--- config.mk ---
export PLATFORM = sky130hd
export DESIGN_NAME = hex_lattice_particle_hop
export DESIGN_NICKNAME = d
export VERILOG_FILES = /design/src/rtl/hlph_pkg.sv /design/src/rtl/hlph_occ_mem.sv /design/src/rtl/hlph_divider.sv /design/src/rtl/hex_lattice_particle_hop.sv
export SDC_FILE = /design/constraint.sdc
export NUM_CORES = 1
export LEC_CHECK = 0
export ABC_CLOCK_PERIOD_IN_PS = 9400
export BUFFER_PORTS_ARGS = -buffer_cell sky130_fd_sc_hd__clkbuf_2
export CAP_MARGIN = 5
export CORE_AREA = 4 4 290 405
export DETAILED_ROUTE_END_ITERATION = 7
export DIE_AREA = 0 0 294 409
export PLACE_DENSITY_LB_ADDON = 0.25
export SLEW_MARGIN = 10
export SYNTH_ARGS = -nofsm -noshare
export SYNTH_HDL_FRONTEND = slang
export SYNTH_SLANG_ARGS = --single-unit
--- constraint.sdc ---
create_clock -name clk -period 9.4 [get_ports clk]
set_input_delay 1.88 -clock clk [delete_from_list [all_inputs] [get_ports clk]]
set_output_delay 1.88 -clock clk [all_outputs]
set_load 0.005 [all_outputs]
--- src/rtl/hlph_pkg.sv ---
`timescale 1ns / 1ps

package hlph_pkg;

    // Lattice geometry
    localparam int MAX_SIDE   = 16;
    localparam int SITE_COUNT = MAX_SIDE * MAX_SIDE;
    localparam int SITE_W     = 8;
    localparam int SIDE_W     = 5;

    // Occupancy store organization: one bit per site, packed in words
    localparam int WORD_W     = 16;
    localparam int BIT_W      = $clog2(WORD_W);
    localparam int WORD_COUNT = SITE_COUNT / WORD_W;
    localparam int WADDR_W    = $clog2(WORD_COUNT);
    localparam int NWORD_W    = $clog2(WORD_COUNT + 1);
    localparam int POP_W      = $clog2(WORD_W + 1);

    // Row/column divider step counter
    localparam int STEP_W     = $clog2(SITE_W);

    // Counts and fields
    localparam int CNT_W  = $clog2(SITE_COUNT + 1);
    localparam int RANK_W = 9;
    localparam int DIR_W  = 3;
    localparam int FLUX_W = 16;

    localparam logic [SIDE_W-1:0] SIDE_RESET = SIDE_W'(7);
    localparam logic [SIDE_W-1:0] SIDE_MIN   = SIDE_W'(2);
    localparam logic [SIDE_W-1:0] SIDE_MAX   = SIDE_W'(MAX_SIDE);
    localparam logic [FLUX_W-1:0] FLUX_MAX   = {FLUX_W{1'b1}};

    // Operation codes
    localparam logic OP_SET  = 1'b0;
    localparam logic OP_MOVE = 1'b1;

    // Hop directions, east then counterclockwise
    localparam logic [DIR_W-1:0] DIR_E  = 3'd0;
    localparam logic [DIR_W-1:0] DIR_NE = 3'd1;
    localparam logic [DIR_W-1:0] DIR_NW = 3'd2;
    localparam logic [DIR_W-1:0] DIR_W_ = 3'd3;
    localparam logic [DIR_W-1:0] DIR_SW = 3'd4;
    localparam logic [DIR_W-1:0] DIR_SE = 3'd5;

    // Register map
    localparam logic REG_SIDE = 1'b0;

    // Request bundle into the occupancy memory
    typedef struct packed {
        logic               rd_en;
        logic [WADDR_W-1:0] rd_addr;
        logic               wr_en;
        logic [WADDR_W-1:0] wr_addr;
        logic [WORD_W-1:0]  wr_data;
    } occ_req_t;

    function automatic logic [POP_W-1:0] popcount(input logic [WORD_W-1:0] word);
        logic [POP_W-1:0] acc;
        acc = '0;
        for (int b = 0; b < WORD_W; b++) begin
            acc = acc + POP_W'(word[b]);
        end
        return acc;
    endfunction

endpackage

--- src/rtl/hlph_occ_mem.sv ---
`timescale 1ns / 1ps

// Occupancy word store: one write and one read port, registered read.
// Words never written since reset read as all-empty.
module hlph_occ_mem (
    input  logic                         clk,
    input  logic                         rst_n,
    input  hlph_pkg::occ_req_t           req,
    output logic [hlph_pkg::WORD_W-1:0]  rd_data
);
    import hlph_pkg::*;

    logic [WORD_W-1:0]     mem [WORD_COUNT];
    logic [WORD_COUNT-1:0] valid_reg;
    logic [WORD_W-1:0]     rd_q_reg;
    logic                  rd_v_reg;

    always_ff @(posedge clk)
    begin
        if (req.wr_en)
        begin
            mem[req.wr_addr] <= req.wr_data;
        end
        if (req.rd_en)
        begin
            rd_q_reg <= mem[req.rd_addr];
        end
    end

    always_ff @(posedge clk or negedge rst_n)
    begin
        if (!rst_n)
        begin
            valid_reg <= '0;
            rd_v_reg  <= 1'b0;
        end
        else
        begin
            if (req.wr_en)
            begin
                valid_reg[req.wr_addr] <= 1'b1;
            end
            if (req.rd_en)
            begin
                rd_v_reg <= valid_reg[req.rd_addr];
            end
        end
    end

    assign rd_data = rd_v_reg ? rd_q_reg : '0;

endmodule

--- src/rtl/hlph_divider.sv ---
`timescale 1ns / 1ps

// Restoring divider, one quotient bit per cycle. Splits a site index
// into row (quotient) and column (remainder).
module hlph_divider (
    input  logic                        clk,
    input  logic                        rst_n,
    input  logic                        start,
    input  logic [hlph_pkg::SITE_W-1:0] dividend,
    input  logic [hlph_pkg::SIDE_W-1:0] divisor,
    output logic                        done,
    output logic [hlph_pkg::SITE_W-1:0] quotient,
    output logic [hlph_pkg::SIDE_W-1:0] remainder
);
    import hlph_pkg::*;

    logic              busy_reg;
    logic              done_reg;
    logic [STEP_W-1:0] step_reg;
    logic [SITE_W-1:0] quo_reg;
    logic [SIDE_W-1:0] rem_reg;
    logic [SIDE_W-1:0] div_reg;
    logic [SIDE_W:0]   trial;
    logic              fits;

    assign trial = {rem_reg, quo_reg[SITE_W-1]};
    assign fits  = trial >= {1'b0, div_reg};

    always_ff @(posedge clk or negedge rst_n)
    begin
        if (!rst_n)
        begin
            busy_reg <= 1'b0;
            done_reg <= 1'b0;
            step_reg <= '0;
        end
        else
        begin
            done_reg <= 1'b0;
            if (start)
            begin
                busy_reg <= 1'b1;
                step_reg <= '0;
            end
            else if (busy_reg)
            begin
                step_reg <= step_reg + STEP_W'(1);
                if (step_reg == STEP_W'(SITE_W - 1))
                begin
                    busy_reg <= 1'b0;
                    done_reg <= 1'b1;
                end
            end
        end
    end

    always_ff @(posedge clk)
    begin
        if (start)
        begin
            quo_reg <= dividend;
            rem_reg <= '0;
            div_reg <= divisor;
        end
        else if (busy_reg)
        begin
            quo_reg <= {quo_reg[SITE_W-2:0], fits};
            rem_reg <= fits ? SIDE_W'(trial - {1'b0, div_reg}) : trial[SIDE_W-1:0];
        end
    end

    assign done      = done_reg;
    assign quotient  = quo_reg;
    assign remainder = rem_reg;

endmodule

--- src/rtl/hex_lattice_particle_hop.sv ---
`timescale 1ns / 1ps

// Channel   Handshake               Payload
// --------  ----------------------  ------------------------------------------------
// in        in_valid / in_ready     operation, site_index, site_value,
//                                   particle_rank, direction
// out       out_valid / out_ready   moved, wrapped, from_site, to_site, flux_count
// cfg       APB psel/penable/pready paddr[2] = register index, pwdata[4:0] = side
//
// Set item: a read-modify-write of one word.
// Move item: a word scan of the occupancy memory (one word per cycle), over at
// most nwords = ceil(side*side/16) words, then the row/column divider.
// One item in flight; a new item is taken as soon as the previous result is
// in the output register, even while that result waits for out_ready.
// Reset is asynchronous and needs no clearing pass: per-word valid bits make
// every word read as empty until first written.
module hex_lattice_particle_hop (
    input  logic                         clk,
    input  logic                         rst_n,
    // input item
    input  logic                         in_valid,
    output logic                         in_ready,
    input  logic                         operation,
    input  logic [hlph_pkg::SITE_W-1:0]  site_index,
    input  logic                         site_value,
    input  logic [hlph_pkg::RANK_W-1:0]  particle_rank,
    input  logic [hlph_pkg::DIR_W-1:0]   direction,
    // result item
    output logic                         out_valid,
    input  logic                         out_ready,
    output logic                         moved,
    output logic                         wrapped,
    output logic [hlph_pkg::SITE_W-1:0]  from_site,
    output logic [hlph_pkg::SITE_W-1:0]  to_site,
    output logic [hlph_pkg::FLUX_W-1:0]  flux_count,
    // configuration
    input  logic                         psel,
    input  logic                         penable,
    input  logic                         pwrite,
    input  logic [2:0]                   paddr,
    input  logic [31:0]                  pwdata,
    output logic [31:0]                  prdata,
    output logic                         pready
);
    import hlph_pkg::*;

    typedef enum logic [9:0] {
        ST_IDLE    = 10'b00_0000_0001,
        ST_SET_RD  = 10'b00_0000_0010,
        ST_SET_WR  = 10'b00_0000_0100,
        ST_SCAN    = 10'b00_0000_1000,
        ST_SELECT  = 10'b00_0001_0000,
        ST_DIVIDE  = 10'b00_0010_0000,
        ST_DST_RD  = 10'b00_0100_0000,
        ST_DST_CHK = 10'b00_1000_0000,
        ST_SRC_WR  = 10'b01_0000_0000,
        ST_FINISH  = 10'b10_0000_0000
    } state_t;

    state_t state_reg, state_next;

    // Configuration
    logic [SIDE_W-1:0] side_reg;
    logic              cfg_wr;

    // Item fields and per-item geometry
    logic                val_reg;
    logic [SITE_W-1:0]   site_reg;
    logic [RANK_W-1:0]   rank_reg;
    logic [DIR_W-1:0]    dir_reg;
    logic [SIDE_W-1:0]   n_reg;
    logic [CNT_W-1:0]    total_reg;
    logic [CNT_W-1:0]    nn1_reg;
    logic [NWORD_W-1:0]  nwords_reg;

    // Scan state
    logic [NWORD_W-1:0]  issue_w_reg;
    logic [WADDR_W-1:0]  proc_w_reg;
    logic                pend_reg;
    logic [CNT_W-1:0]    cnt_reg;
    logic [WORD_W-1:0]   raw_word_reg;
    logic [WORD_W-1:0]   masked_word_reg;
    logic [POP_W-1:0]    ord_reg;
    logic [SITE_W-1:0]   k_reg;
    logic [SITE_W-1:0]   dst_reg;
    logic                wrap_reg;

    // Working result and flux counter
    logic                res_moved_reg, res_wrapped_reg;
    logic [SITE_W-1:0]   res_from_reg, res_to_reg;
    logic [FLUX_W-1:0]   flux_reg;

    // Output register
    logic                out_valid_reg;
    logic                out_moved_reg, out_wrapped_reg;
    logic [SITE_W-1:0]   out_from_reg, out_to_reg;
    logic [FLUX_W-1:0]   out_flux_reg;

    // Memory and divider
    occ_req_t            mem_req;
    logic [WORD_W-1:0]   rd_data;
    logic                div_start, div_done;
    logic [SITE_W-1:0]   div_quo;
    logic [SIDE_W-1:0]   div_rem;

    logic                in_acc, out_free;

    // ---------------------------------------------------------------
    // Geometry at accept: clamp side, precompute n*n and n*(n-1)
    // ---------------------------------------------------------------
    logic [SIDE_W-1:0]   n_eff;
    logic [2*SIDE_W-1:0] sq_eff;
    logic [2*SIDE_W-1:0] words_sum;

    always_comb
    begin
        if (side_reg < SIDE_MIN)
        begin
            n_eff = SIDE_MIN;
        end
        else if (side_reg > SIDE_MAX)
        begin
            n_eff = SIDE_MAX;
        end
        else
        begin
            n_eff = side_reg;
        end
    end

    assign sq_eff    = n_eff * n_eff;
    assign words_sum = sq_eff + (2*SIDE_W)'(WORD_W - 1);

    // ---------------------------------------------------------------
    // Scan: mask each returned word to the live lattice, count, compare
    // ---------------------------------------------------------------
    logic [WORD_W-1:0] scan_mask, scan_word;
    logic [POP_W-1:0]  scan_pop;
    logic [CNT_W:0]    scan_sum;
    logic              scan_hit, scan_last, scan_issue;

    always_comb
    begin
        for (int b = 0; b < WORD_W; b++)
        begin
            scan_mask[b] = {1'b0, proc_w_reg, BIT_W'(b)} < total_reg;
        end
    end

    assign scan_word  = rd_data & scan_mask;
    assign scan_pop   = popcount(scan_word);
    assign scan_sum   = {1'b0, cnt_reg} + (CNT_W+1)'(scan_pop);
    assign scan_hit   = pend_reg && (scan_sum >= (CNT_W+1)'(rank_reg));
    assign scan_last  = pend_reg && ({1'b0, proc_w_reg} == nwords_reg - NWORD_W'(1));
    assign scan_issue = !scan_hit && !scan_last && (issue_w_reg < nwords_reg);

    // ---------------------------------------------------------------
    // Select: position of the ord-th set bit in the hit word
    // ---------------------------------------------------------------
    logic [BIT_W-1:0]  sel_bit;
    logic [SITE_W-1:0] sel_site;

    always_comb
    begin
        logic [WORD_W:0] low;
        sel_bit = '0;
        for (int b = 0; b < WORD_W; b++)
        begin
            low = ((WORD_W+1)'(2) << b) - (WORD_W+1)'(1);
            if (masked_word_reg[b]
                && popcount(masked_word_reg & low[WORD_W-1:0]) == ord_reg)
            begin
                sel_bit = BIT_W'(b);
            end
        end
    end

    assign sel_site = {proc_w_reg, sel_bit};

    // ---------------------------------------------------------------
    // Neighbour / wrap target from row and column
    // ---------------------------------------------------------------
    logic              at_left, at_right, at_bot, at_top, nb_ok;
    logic [SITE_W-1:0] nb_dst, wrap_dst, tgt_dst;
    logic [SITE_W-1:0] n8, nn18;

    assign n8       = SITE_W'(n_reg);
    assign nn18     = nn1_reg[SITE_W-1:0];
    assign at_left  = div_rem == '0;
    assign at_right = div_rem == n_reg - SIDE_W'(1);
    assign at_bot   = div_quo == '0;
    assign at_top   = div_quo == n8 - SITE_W'(1);

    always_comb
    begin
        case (dir_reg)
            DIR_E:
            begin
                nb_ok  = !at_right;
                nb_dst = k_reg + SITE_W'(1);
            end
            DIR_NE:
            begin
                nb_ok  = !at_right && !at_bot;
                nb_dst = k_reg - n8 + SITE_W'(1);
            end
            DIR_NW:
            begin
                nb_ok  = !at_bot;
                nb_dst = k_reg - n8;
            end
            DIR_W_:
            begin
                nb_ok  = !at_left;
                nb_dst = k_reg - SITE_W'(1);
            end
            DIR_SW:
            begin
                nb_ok  = !at_left && !at_top;
                nb_dst = k_reg + n8 - SITE_W'(1);
            end
            default:
            begin
                nb_ok  = !at_top;
                nb_dst = k_reg + n8;
            end
        endcase

        // Side columns wrap along the row, corners included
        if (at_left)
        begin
            wrap_dst = k_reg + n8 - SITE_W'(1);
        end
        else if (at_right)
        begin
            wrap_dst = k_reg - n8 + SITE_W'(1);
        end
        else if (at_bot)
        begin
            wrap_dst = k_reg + nn18;
        end
        else
        begin
            wrap_dst = k_reg - nn18;
        end

        tgt_dst = nb_ok ? nb_dst : wrap_dst;
    end

    // ---------------------------------------------------------------
    // Memory requests
    // ---------------------------------------------------------------
    logic              dst_busy, same_word;
    logic [WORD_W-1:0] set_word, dst_bit, k_bit;

    assign dst_bit   = WORD_W'(1) << dst_reg[BIT_W-1:0];
    assign k_bit     = WORD_W'(1) << k_reg[BIT_W-1:0];
    assign dst_busy  = rd_data[dst_reg[BIT_W-1:0]];
    assign same_word = dst_reg[SITE_W-1:BIT_W] == k_reg[SITE_W-1:BIT_W];

    always_comb
    begin
        set_word = rd_data;
        set_word[site_reg[BIT_W-1:0]] = val_reg;
    end

    always_comb
    begin
        mem_req = '0;
        unique case (state_reg)
            ST_SET_RD:
            begin
                mem_req.rd_en   = 1'b1;
                mem_req.rd_addr = site_reg[SITE_W-1:BIT_W];
            end
            ST_SET_WR:
            begin
                mem_req.wr_en   = 1'b1;
                mem_req.wr_addr = site_reg[SITE_W-1:BIT_W];
                mem_req.wr_data = set_word;
            end
            ST_SCAN:
            begin
                mem_req.rd_en   = scan_issue;
                mem_req.rd_addr = issue_w_reg[WADDR_W-1:0];
            end
            ST_DST_RD:
            begin
                mem_req.rd_en   = 1'b1;
                mem_req.rd_addr = tgt_dst[SITE_W-1:BIT_W];
            end
            ST_DST_CHK:
            begin
                // same word: place and vacate in one write
                mem_req.wr_en   = !dst_busy;
                mem_req.wr_addr = dst_reg[SITE_W-1:BIT_W];
                mem_req.wr_data = (rd_data | dst_bit) & ~(same_word ? k_bit : '0);
            end
            ST_SRC_WR:
            begin
                mem_req.wr_en   = 1'b1;
                mem_req.wr_addr = k_reg[SITE_W-1:BIT_W];
                mem_req.wr_data = raw_word_reg & ~k_bit;
            end
            default:
            begin
                mem_req = '0;
            end
        endcase
    end

    hlph_occ_mem u_mem (
        .clk     (clk),
        .rst_n   (rst_n),
        .req     (mem_req),
        .rd_data (rd_data)
    );

    assign div_start = (state_reg == ST_SELECT) && (dir_reg <= DIR_SE);

    hlph_divider u_div (
        .clk       (clk),
        .rst_n     (rst_n),
        .start     (div_start),
        .dividend  (sel_site),
        .divisor   (n_reg),
        .done      (div_done),
        .quotient  (div_quo),
        .remainder (div_rem)
    );

    // ---------------------------------------------------------------
    // Sequencer
    // ---------------------------------------------------------------
    assign in_ready = state_reg == ST_IDLE;
    assign in_acc   = in_valid && in_ready;
    assign out_free = !out_valid_reg || out_ready;

    always_comb
    begin
        state_next = state_reg;
        unique case (state_reg)
            ST_IDLE:
            begin
                if (in_acc)
                begin
                    if (operation == OP_SET)
                    begin
                        state_next = ({1'b0, site_index} < sq_eff[CNT_W-1:0])
                                     ? ST_SET_RD : ST_FINISH;
                    end
                    else
                    begin
                        state_next = (particle_rank == '0) ? ST_FINISH : ST_SCAN;
                    end
                end
            end
            ST_SET_RD:  state_next = ST_SET_WR;
            ST_SET_WR:  state_next = ST_FINISH;
            ST_SCAN:
            begin
                if (scan_hit)
                begin
                    state_next = ST_SELECT;
                end
                else if (scan_last)
                begin
                    state_next = ST_FINISH;
                end
            end
            ST_SELECT:  state_next = div_start ? ST_DIVIDE : ST_FINISH;
            ST_DIVIDE:  state_next = div_done ? ST_DST_RD : ST_DIVIDE;
            ST_DST_RD:  state_next = ST_DST_CHK;
            ST_DST_CHK:
            begin
                if (dst_busy || same_word)
                begin
                    state_next = ST_FINISH;
                end
                else
                begin
                    state_next = ST_SRC_WR;
                end
            end
            ST_SRC_WR:  state_next = ST_FINISH;
            ST_FINISH:  state_next = out_free ? ST_IDLE : ST_FINISH;
            default:    state_next = ST_IDLE;
        endcase
    end

    // APB write and readback
    assign cfg_wr = psel && penable && pwrite && pready && (paddr[2] == REG_SIDE);
    assign pready = 1'b1;
    assign prdata = (paddr[2] == REG_SIDE) ? 32'(side_reg) : 32'd0;

    // Control registers
    always_ff @(posedge clk or negedge rst_n)
    begin
        if (!rst_n)
        begin
            state_reg     <= ST_IDLE;
            side_reg      <= SIDE_RESET;
            flux_reg      <= '0;
            out_valid_reg <= 1'b0;
            pend_reg      <= 1'b0;
            issue_w_reg   <= '0;
        end
        else
        begin
            state_reg <= state_next;
            if (cfg_wr)
            begin
                side_reg <= pwdata[SIDE_W-1:0];
            end
            if (state_reg == ST_DST_CHK && !dst_busy && wrap_reg && flux_reg != FLUX_MAX)
            begin
                flux_reg <= flux_reg + FLUX_W'(1);
            end
            if (state_reg == ST_FINISH && out_free)
            begin
                out_valid_reg <= 1'b1;
            end
            else if (out_ready)
            begin
                out_valid_reg <= 1'b0;
            end
            if (in_acc)
            begin
                pend_reg    <= 1'b0;
                issue_w_reg <= '0;
            end
            else if (state_reg == ST_SCAN)
            begin
                pend_reg <= scan_issue;
                if (scan_issue)
                begin
                    issue_w_reg <= issue_w_reg + NWORD_W'(1);
                end
            end
        end
    end

    // Payload registers
    always_ff @(posedge clk)
    begin
        if (in_acc)
        begin
            site_reg        <= site_index;
            val_reg         <= site_value;
            rank_reg        <= particle_rank;
            dir_reg         <= direction;
            n_reg           <= n_eff;
            total_reg       <= sq_eff[CNT_W-1:0];
            nn1_reg         <= sq_eff[CNT_W-1:0] - CNT_W'(n_eff);
            nwords_reg      <= words_sum[BIT_W +: NWORD_W];
            cnt_reg         <= '0;
            res_moved_reg   <= 1'b0;
            res_wrapped_reg <= 1'b0;
            res_from_reg    <= '0;
            res_to_reg      <= '0;
        end

        if (state_reg == ST_SCAN)
        begin
            if (scan_issue)
            begin
                proc_w_reg <= issue_w_reg[WADDR_W-1:0];
            end
            if (scan_hit)
            begin
                raw_word_reg    <= rd_data;
                masked_word_reg <= scan_word;
                ord_reg         <= POP_W'(rank_reg - cnt_reg);
            end
            else if (pend_reg)
            begin
                cnt_reg <= scan_sum[CNT_W-1:0];
            end
        end

        if (state_reg == ST_SELECT)
        begin
            k_reg        <= sel_site;
            res_from_reg <= sel_site;
            res_to_reg   <= sel_site;
        end

        if (state_reg == ST_DST_RD)
        begin
            dst_reg  <= tgt_dst;
            wrap_reg <= !nb_ok;
        end

        if (state_reg == ST_DST_CHK && !dst_busy)
        begin
            res_moved_reg   <= 1'b1;
            res_wrapped_reg <= wrap_reg;
            res_to_reg      <= dst_reg;
        end

        if (state_reg == ST_FINISH && out_free)
        begin
            out_moved_reg   <= res_moved_reg;
            out_wrapped_reg <= res_wrapped_reg;
            out_from_reg    <= res_from_reg;
            out_to_reg      <= res_to_reg;
            out_flux_reg    <= flux_reg;
        end
    end

    assign out_valid  = out_valid_reg;
    assign moved      = out_moved_reg;
    assign wrapped    = out_wrapped_reg;
    assign from_site  = out_from_reg;
    assign to_site    = out_to_reg;
    assign flux_count = out_flux_reg;

`ifndef SYNTHESIS
    // A move always changes the site
    assert property (@(posedge clk) disable iff (!rst_n)
        out_valid && moved |-> from_site != to_site)
        else $error("moved result with equal sites");

    // A crossing is always a move
    assert property (@(posedge clk) disable iff (!rst_n)
        out_valid && wrapped |-> moved)
        else $error("wrapped without move");

    // Nothing moved means the particle stayed
    assert property (@(posedge clk) disable iff (!rst_n)
        out_valid && !moved |-> to_site == from_site)
        else $error("unmoved result with differing sites");

    // Flux counter never goes down
    assert property (@(posedge clk) disable iff (!rst_n)
        1'b1 |=> flux_reg >= $past(flux_reg))
        else $error("flux counter decreased");

    // No read of a word in the cycle it is written
    assert property (@(posedge clk) disable iff (!rst_n)
        mem_req.wr_en && mem_req.rd_en |-> mem_req.wr_addr != mem_req.rd_addr)
        else $error("read and write of the same word in one cycle");
`endif

endmodule
=== Yosys cells after proc, flatten, opt, wreduce, memory -nomap -nowiden ===
Memories as Yosys holds them, arrays and structs flattened. A register that Yosys moved wholly into a read port is not among the register bits.
Index checks and enable logic that the tools add are counted.

* Bits in registers: 245
* Memory bits (writable): 256
* Input port bits: 64
* Output and inout bits: 69
* Memories kept: 1

* Add/subtract/negate cells: 49
* Multipliers: 1
* Order comparisons: 29
* Equality and inequality tests: 37
* Shift operators: 2
* Mux-type cells: 77
* Bitwise operators: 8
* Reduce and logical (&&, ||, !) cells: 59

{| class="wikitable"
|+ Memory list
! name !! depth !! width !! read ports !! clocked after memory_dff !! wr ports !! line !! RTL
|-
| u_mem.mem || 16 || 16 || 1 || 1 || 1 || hlph_occ_mem.sv:13 || <nowiki>logic [WORD_W-1:0] mem [WORD_COUNT];</nowiki>
|}

{| class="wikitable"
|+ Operators with widths
! cell !! count
|-
| 8-bit by 9-bit < comparator with 1-bit output || 17
|-
| 5-bit by 1-bit adder with 5-bit output || 22
|-
| 10-bit two-way mux || 9
|-
| 10-bit one-hot mux with 9 select lines || 1
|-
| 5-bit == test || 16
|-
| 8-bit two-way mux || 9
|-
| 21-bit one-hot mux with 3 select lines || 1
|-
| 4-bit two-way mux || 14
|-
| 16-bit bitwise AND || 3
|-
| 8-bit one-hot mux with 5 select lines || 1
|-
| 9-bit two-way mux || 4
|-
| 5-bit two-way mux || 7
|-
| 1-bit logical AND || 32
|-
| 16-bit two-way mux || 2
|-
| 16-bit inverter || 2
|-
| 16-bit bitwise OR || 2
|-
| 1-bit by 4-bit << shifter with 16-bit output (first input constant) || 2
|-
| 4-bit by 5-bit < comparator with 1-bit output (second input constant) || 4
|-
| 1-bit two-way mux || 19
|-
| 16-bit by 1-bit adder with 16-bit output (second input constant) || 1
|-
| 8-bit by 1-bit adder with 8-bit output (second input constant) || 2
|-
| 16-bit bitwise mux || 1
|-
| 16-bit inequality test (second input constant) || 1
|-
| 8-bit by 1-bit subtractor with 8-bit output (second input constant) || 2
|-
| other kinds (58) || 88
|}

=== Longest topological paths before layout ===
Gate-level depths: netlist of the first run.

* Depth after elaboration: 26
* Depth in mapped cells: 34
* Mapped depth without buffers: 33

=== Modules after synthesis ===
A second synthesis of the first run with hierarchy kept.

* Cell total of the unflattened synthesis: 2,053
* Area, all modules: 27,232.4 sq um

{| class="wikitable"
|+ By module, submodules not included
! module !! times used !! cells an instance !! area an instance (sq um) !! sequential area each (sq um)
|-
| hex_lattice_particle_hop || 1 || 1,506 || 15,085.7 || 5,750.5
|-
| hlph_occ_mem || 1 || 453 || 10,991.8 || 8,593.2
|-
| hlph_divider || 1 || 94 || 1,154.9 || 615.6
|}

=== Worst setup path after synthesis of the first run ===
OpenSTA, ideal clock, no wires.

* Path type: reg-to-reg
* Start point: reg proc_w_reg[2]
* End point: reg u_mem.rd_v_reg
* Arrival time: 8.002 ns
* Data required time: 9.275 ns
* Slack: 1.274 ns
* Cell stages (with the launch flop): 27
* Buffers on the path: 0
* Path through: edfxtp_1 > ha_1 > a21o_1 > a21oi_1 > nor2_1 > a21o_1 > nor2_1 > o311ai_0 > fa_1 > fa_1 > fa_1 > fa_1 > fa_1 > fa_1 > inv_1 > ha_1 > a21o_1 > a21o_1 > a21o_1 > a21o_1 > a21o_1 > a21o_1 > a21oi_1 > o21ai_1 > a2111oi_2 > or3_1 > mux2_2

{| class="wikitable"
|+ RTL lines
! what !! line !! RTL
|-
| start: declaration || hex_lattice_particle_hop.sv:78 || <nowiki>logic [WADDR_W-1:0] proc_w_reg;</nowiki>
|-
| start signal: assignment || hex_lattice_particle_hop.sv:467 || <nowiki>proc_w_reg <= issue_w_reg[WADDR_W-1:0];</nowiki>
|-
| end signal: assignment || hlph_occ_mem.sv:45 || <nowiki>rd_v_reg <= valid_reg[req.rd_addr];</nowiki>
|-
| end: declaration || hlph_occ_mem.sv:16 || <nowiki>logic rd_v_reg;</nowiki>
|}

==> run summary, run 1 <==
outcome: finished, final reports clean
fraction of layout cells with a size suffix above 1: 12.13%
hold buffers post-CTS: 0
DR pass1 iterations: 5
Comb pwr share: 23.7%
remaining global-route overflow: 0
ys flop type: edfxtp_1
first-pass GRT wire length: 116.0 mm
vias: 18300
Worst Setup SP: proc_w_reg[2]
I/O Pins: 133
Crit path largest cell delay: 850 ps
# H-tree levels: 2
worst path buffer plus inverter count: 2
CTS Sinks: 513
Vias per Instance: 4.636
WL/cell: 19.77 um
mapped cell area: 28240 sq um
RSZ-0062 raised after global routing: false
final setup fails: 0
Crit Reg-Reg Startpoint: proc_w_reg[2]
NetSw: 2.000 mW
I/O Buffers: 75
Die Width: 294 um
Biggest register: u_mem.mem
slowest CP cell: o311ai_0
post-route ant nets: 0
WP data arrival: 8810 ps
Peak Freq: 117.7 MHz
nets: 2625
vias in the first global route: 18740
crit path max fanout: 10
Peak VDD IR: 0.1510 mV
share of flip-flops with an asynchronous set or reset: 11.70%
Sequential Power Share: 43.6%
largest net degree at the start of global routing: 137
register area: 14960 sq um
pwr dens: 202.8 nW/um^2
most frequent cell after synthesis: edfxtp_1
Layout area overhead: 14.04%
post-layout min period: 8496 ps
worst rel slew slack: 21.74%
post-DP HPWL: 54.96 mm
Leakage: 14.08 nW
drt first-iter violations: 1001
Hold Vio Cnt, Final: 0
CTS resizes: 0
share of the synthesized area in the top cell type: 46.58%
routed wire length: 78.02 mm
Final Wtd Congestion: 0.8821
critical path required time: 9720 ps
row cnt: 146
WS Path Type: flop to flop
Setup crit start kind: flop
max cap viols: 0
number of enable flip-flop cells after synthesis: 438
post-route clock period utilization: 90.38%
biggest area consumer among synthesized cells: edfxtp_1
clk root buf: clkbuf_16
initial antenna violation count: 1
critical path's top delay family: adder cells
Largest register FFs: 256
synth warn: 0
filler instances: 11580
Max Clock Skew: 26.98 ps
CTS Buffer Depth: 3
CTS clk-pin slew, worst paths: 60 ps
clock group share of total power: 32.7%
area of the multi-input gates: 12380 sq um
Post-Syn Area per Cell: 12.12 sq um
CP cell instances: ha_1, and4b_1, nand3_1, o311ai_0, fa_1, fa_1, fa_1, fa_1, fa_1, fa_1, inv_1, ha_1, a21o_1, a21o_1, a21o_1, a21o_1, a21o_1, a21o_1, a21oi_1, o21ai_1, a2111oi_2, or3_1, buf_4
power consumption: 6.530 mW
core area: 113400 sq um
Yosys cell types: 87
flop and latch count out of synthesis: 513
min-delay src: res_to_reg[5]
synth cell count leaders: 438 x edfxtp_1, 279 x mux2i_1, 134 x inv_1, 134 x nand2_1, 134 x nor2_1
CTS buffer count: 53
Initial Util: 24.89%
Setup TNS: 0 ps
sequential share of the synthesized area: 52.98%
Worst-Margin Slew: 1174 ps
gate count after technology mapping: 2329
crit end category: flop
drt drc: 0
Global Route Usage Sum: 12.63%
Int Power: 4.530 mW
die area: 120200 sq um
fin. max-slew vios: 0
worst skew pair latency: 620 ps
die height: 409 um
Post-CTS Setup Repair Bufs: 0
ranking of synthesized cells by area: edfxtp_1 47%, mux2i_1 9.9%, ha_1 5.2%
Net Sw Frac: 30.63%
CTS tree: yes
Hold Path Class: flop to flop
-- final cells by class --
class                   count  share of cell area, %
multi-input cells        1596                  38.44
flip-flops and latches    513                  46.46
clock buffers              74                  4.461
diodes                      2                0.01554
inverters                 136                  1.585
clock inverters            24                 0.9481
repair buffers            122                  2.347
well taps                1480                  5.751
-- worst paths after layout --
| kind | to | slack [ps] | cells after the start |
|---|---|---|---|
| setup / recovery | u_mem.rd_q_reg[2] | 900 | 23 |
| hold / removal | to_site[5] | 410 | 0 |
| setup reg to reg | u_mem.rd_q_reg[2] | 900 | 23 |
| hold reg to reg | to_site[5] | 410 | 0 |
| max in group asynchronous | side_reg[4] | 7240 | 2 |
| min in group asynchronous | flux_reg[10] | 1100 | 1 |
-- power by group through the flow --
| stage | clock (mW) | sequential (mW) | combinational [mW] |
|---|---|---|---|
| CTS | 2.22 | 2.85 | 1.56 |
| floorplan | 0 | 2.81 | 1.14 |
| detailed placement | 0 | 2.89 | 1.55 |
| global route | 2.30 | 2.87 | 1.72 |
| finish | 2.14 | 2.84 | 1.55 |
| global placement | 0 | 2.89 | 1.53 |
-- cells in the final DEF, fill, tap and decap left out, types with 8 or more instances in the layout --
cell	instances
clkbuf_16	54
xnor2_1	126
nor3_1	33
inv_1	134
o221ai_1	17
ha_1	117
edfxtp_1	438
o21bai_1	11
nor2_2	16
dfrtp_1	56
fa_1	22
and3_1	25
nand2b_1	31
buf_4	45
a211oi_1	8
nand2_1	134
a31oi_1	18
mux2_2	12
o21ai_0	100
and2_1	24
nor2_1	118
conb_1	31
nor3b_1	10
xor2_1	63
or3_1	10
or2_2	27
a21o_1	29
nand4_1	25
a21oi_1	76
mux2i_1	279
nor4_1	8
clkbuf_1	19
dfxtp_1	15
o211ai_1	9
clkbuf_2	74
nor2b_1	21
nand3_1	49
-- routing by layer --
layer,GRT usage (%),wire length [um]
met5,0,0
met4,4.973,3065
met3,1.673,2806
met2,23.23,40490
met1,14.78,31660
-- per-stage QoR --
| stage | util, % | instances | cell area [sq um] | setup slack [ps] | hold WS (ps) |
|---|---|---|---|---|---|
| floorplan | - | 2358 | 28340 | 1274 | 400.3 |
| global placement | 26.81 | 3845 | 30410 | 978.6 | 410.5 |
| detailed placement | 26.81 | 3845 | 30410 | 884.4 | 404.5 |
| CTS | 28.35 | 3943 | 32160 | 838.7 | 414.7 |
| global route | 28.38 | 3945 | 32200 | 616.5 | 425.2 |
| finish | 28.39 | 3947 | 32200 | 904.0 | 414.9 |
-- logic make-up (layout without fill, tap and decap cells) --
family,Yosys count,count (layout),synth area share (%)
compound gates,366,366,8.570
xor+xnor,205,205,7.028
fa+ha+maj,139,139,6.744
buf+inv,249,356,3.939
flops,513,513,52.98
mux,298,298,10.86
other cells,2,33,0.02660
simple gates,557,557,9.851
Note: power is estimated with default switching activity, not from simulation.
==> inputs of run 2 (changes only) <==
Settings changed: BUFFER_PORTS_ARGS -buffer_cell sky130_fd_sc_hd__clkbuf_2 to -buffer_cell sky130_fd_sc_hd__buf_2, CORE_AREA 4 4 290 405 to 4 4 206 289, DIE_AREA 0 0 294 409 to 0 0 210 293.
==> run summary, run 2 (synthesized netlist as in run 1, its figures left out) <==
filler instances: 4824 (-58%)
slowest CP cell: o311ai_0
Hold Vio Cnt, Final: 0 (unchanged)
post-DP HPWL: 47.55 mm (-13%)
Largest register FFs: 256 (unchanged)
die area: 61530 sq um (-49%)
RSZ-0062 raised after global routing: false
Peak VDD IR: 0.1756 mV (+16%)
most common cell after layout, fill and taps aside: edfxtp_1
reg2reg setup slack: 1000 ps (+90 ps)
met1 Use GR: 25.97% (+11 points)
Worst-Margin Slew: 1239 ps (+64.89 ps)
drt drc: 0 (unchanged)
Layout area overhead: 10.10%
die height: 293 um (-28%)
Setup crit start kind: flop
remaining global-route overflow: 0 (unchanged)
pwr dens: 202.2 nW/um^2 (-0.28%)
Die Width: 210 um (-29%)
nets: 2620 (-0.19%)
most used routing layer: met2
post-route ant nets: 0 (unchanged)
Initial Util: 49.54% (+25 points)
most frequent cells in the layout: 438 x edfxtp_1, 279 x mux2i_1, 134 x inv_1, 134 x nand2_1, 126 x xnor2_1
Post-CTS Setup Repair Bufs: 0 (unchanged)
CP cell instances: ha_1, and4b_1, nand3_1, o311ai_0, fa_1, fa_1, fa_1, fa_1, fa_1, fa_1, inv_1, ha_1, a21o_1, a21o_1, a21o_1, a21o_1, a21o_1, a21o_1, a21oi_1, o21ai_1, a2111oi_2, buf_4, or3_1, buf_4
I/O Buffers: 75 (unchanged)
fraction of layout cells with a size suffix above 1: 12.01% (-0.12 points)
Crit Reg-Reg Endpoint: u_mem.rd_q_reg[10]
hold buffers post-CTS: 0 (unchanged)
vias: 18420 (+0.65%)
CTS Sinks: 513 (unchanged)
critical path required time: 9730 ps (about the same)
CTS buffer count: 49 (-7.5%)
largest net degree at the start of global routing: 69 (-50%)
crit end category: flop
WL/cell: 21.07 um (+6.6%)
WP data arrival: 8730 ps (-80 ps)
CTS clk-pin slew, worst paths: 60 ps (about the same)
Peak Freq: 119.0 MHz (+1.1%)
final hold slack: 399.1 ps (-15.78 ps)
WS Path Type: flop to flop
Crit path largest cell delay: 680 ps (-170 ps)
worst rel slew slack: 17.41% (-4.3 points)
first-pass GRT wire length: 104.7 mm (-9.7%)
Hold Path Class: flop to flop
Biggest register: u_mem.mem
Util after Layout: 54.54% (+26 points)
worst skew pair latency: 620 ps (about the same)
Leakage: 14.00 nW (-0.57%)
Vias per Instance: 5.759 (+24%)
Critical Path End: u_mem.rd_q_reg[10]
post-layout min period: 8402 ps (-93.53 ps)
crit path max fanout: 11 (+1)
n_diodes: 0 (-2)
max cap viols: 0 (unchanged)
vias in the first global route: 18800 (+0.32%)
clk root buf: clkbuf_16
CTS resizes: 0 (unchanged)
initial antenna violation count: 0 (-1)
# H-tree levels: 2 (unchanged)
met2 Usage GRT: 38.65% (+15 points)
post-route clock period utilization: 89.39% (-1.0 points)
I/O Pins: 133 (unchanged)
CTS tree: yes
final setup fails: 0 (unchanged)
fin. max-slew vios: 0 (unchanged)
CTS Buffer Depth: 3 (unchanged)
routed wire length: 67.37 mm (-14%)
Crit Reg-Reg Startpoint: proc_w_reg[2]
row cnt: 104 (-29%)
Max Clock Skew: 28.24 ps (+1.263 ps)
outcome: finished, final reports clean
worst reg-to-reg path cell count: 24 (+4.3%)
Worst Setup SP: proc_w_reg[2]
core area: 56990 sq um (-50%)
Global Route Usage Sum: 21.55% (+8.9 points)
Final Wtd Congestion: 0.9143 (+3.7%)
worst path buffer plus inverter count: 3 (+1)
critical path depth: 24 (+4.3%)
met3 Usage GRT: 2.254% (+0.58 points)
DR pass1 iterations: 5 (unchanged)
critical path's top delay family: adder cells
drt first-iter violations: 1328 (+33%)
Setup TNS: 0 ps (unchanged)
-- run 2: changes by cell type in the layout (fill, tap and decap cells not counted), sizes merged --
| cell | before | now |
|---|---|---|
| clkinvlp | 3 | 4 |
| clkinv | 14 | 18 |
| bufinv | 6 | 3 |
| diode | 2 | 0 |
| clkbuf | 149 | 65 |
| buf | 47 | 120 |
-- run 2: cell type report --
cell class / count / area, sq um / area share (%)
sequential: 513 / 14960 / 48.12
timing repair buffer: 121 / 730.7 / 2.350
multi-input combinational: 1596 / 12370 / 39.78
clock buffer: 64 / 1333 / 4.286
inverter: 136 / 510.5 / 1.642
tap: 742 / 928.4 / 2.986
clock inverter: 26 / 260.3 / 0.8372
-- run 2: power by group --
part | internal, mW | switching [mW] | total, mW
clock network | 1.09 | 0.856 | 1.95
logic | 0.604 | 0.891 | 1.50
registers | 2.68 | 0.161 | 2.84
-- run 2: worst reg2reg max path, cell delays in order (launching register included) --
cell and delay (ps):
edfxtp_1 540, ha_1 360, and4b_1 300, nand3_1 240, o311ai_0 680, fa_1 560
fa_1 470, fa_1 550, fa_1 430, fa_1 420, fa_1 510, inv_1 50
ha_1 260, a21o_1 150, a21o_1 180, a21o_1 170, a21o_1 160, a21o_1 160
a21o_1 170, a21oi_1 140, o21ai_1 220, a2111oi_2 430, buf_4 250, or3_1 470
buf_4 240
-- run 2: per-stage QoR --
stage          worst slack, ps  std cells  area [sq um]  total power, mW
6_report                 997.5       3198         31090            6.286
5_1_grt                  598.5       3198         31090            6.612
4_1_cts                   1000       3195         31050            6.331
3_5_place_dp              1014       3105         29460            4.377
3_3_place_gp              1078       3105         29460            4.335
2_1_floorplan             1274       2358         28340            3.948
-- run 2: worst min path at each step --
stage                          startpoint  cells after the start      endpoint
after global routing      res_from_reg[1]                      0  from_site[1]
final                     res_from_reg[1]                      0  from_site[1]
after CTS                 res_from_reg[1]                      0  from_site[1]
after global placement      res_to_reg[4]                      0    to_site[4]
after detailed placement    res_to_reg[6]                      0    to_site[6]
after floorplan           res_from_reg[0]                      0  from_site[0]
-- run 2: routing by layer --
layer	part of all wire (%)	routed length (um)
met1	39	26290
met2	51	34520
met3	4.6	3107
met4	5.1	3459
met5	0	0
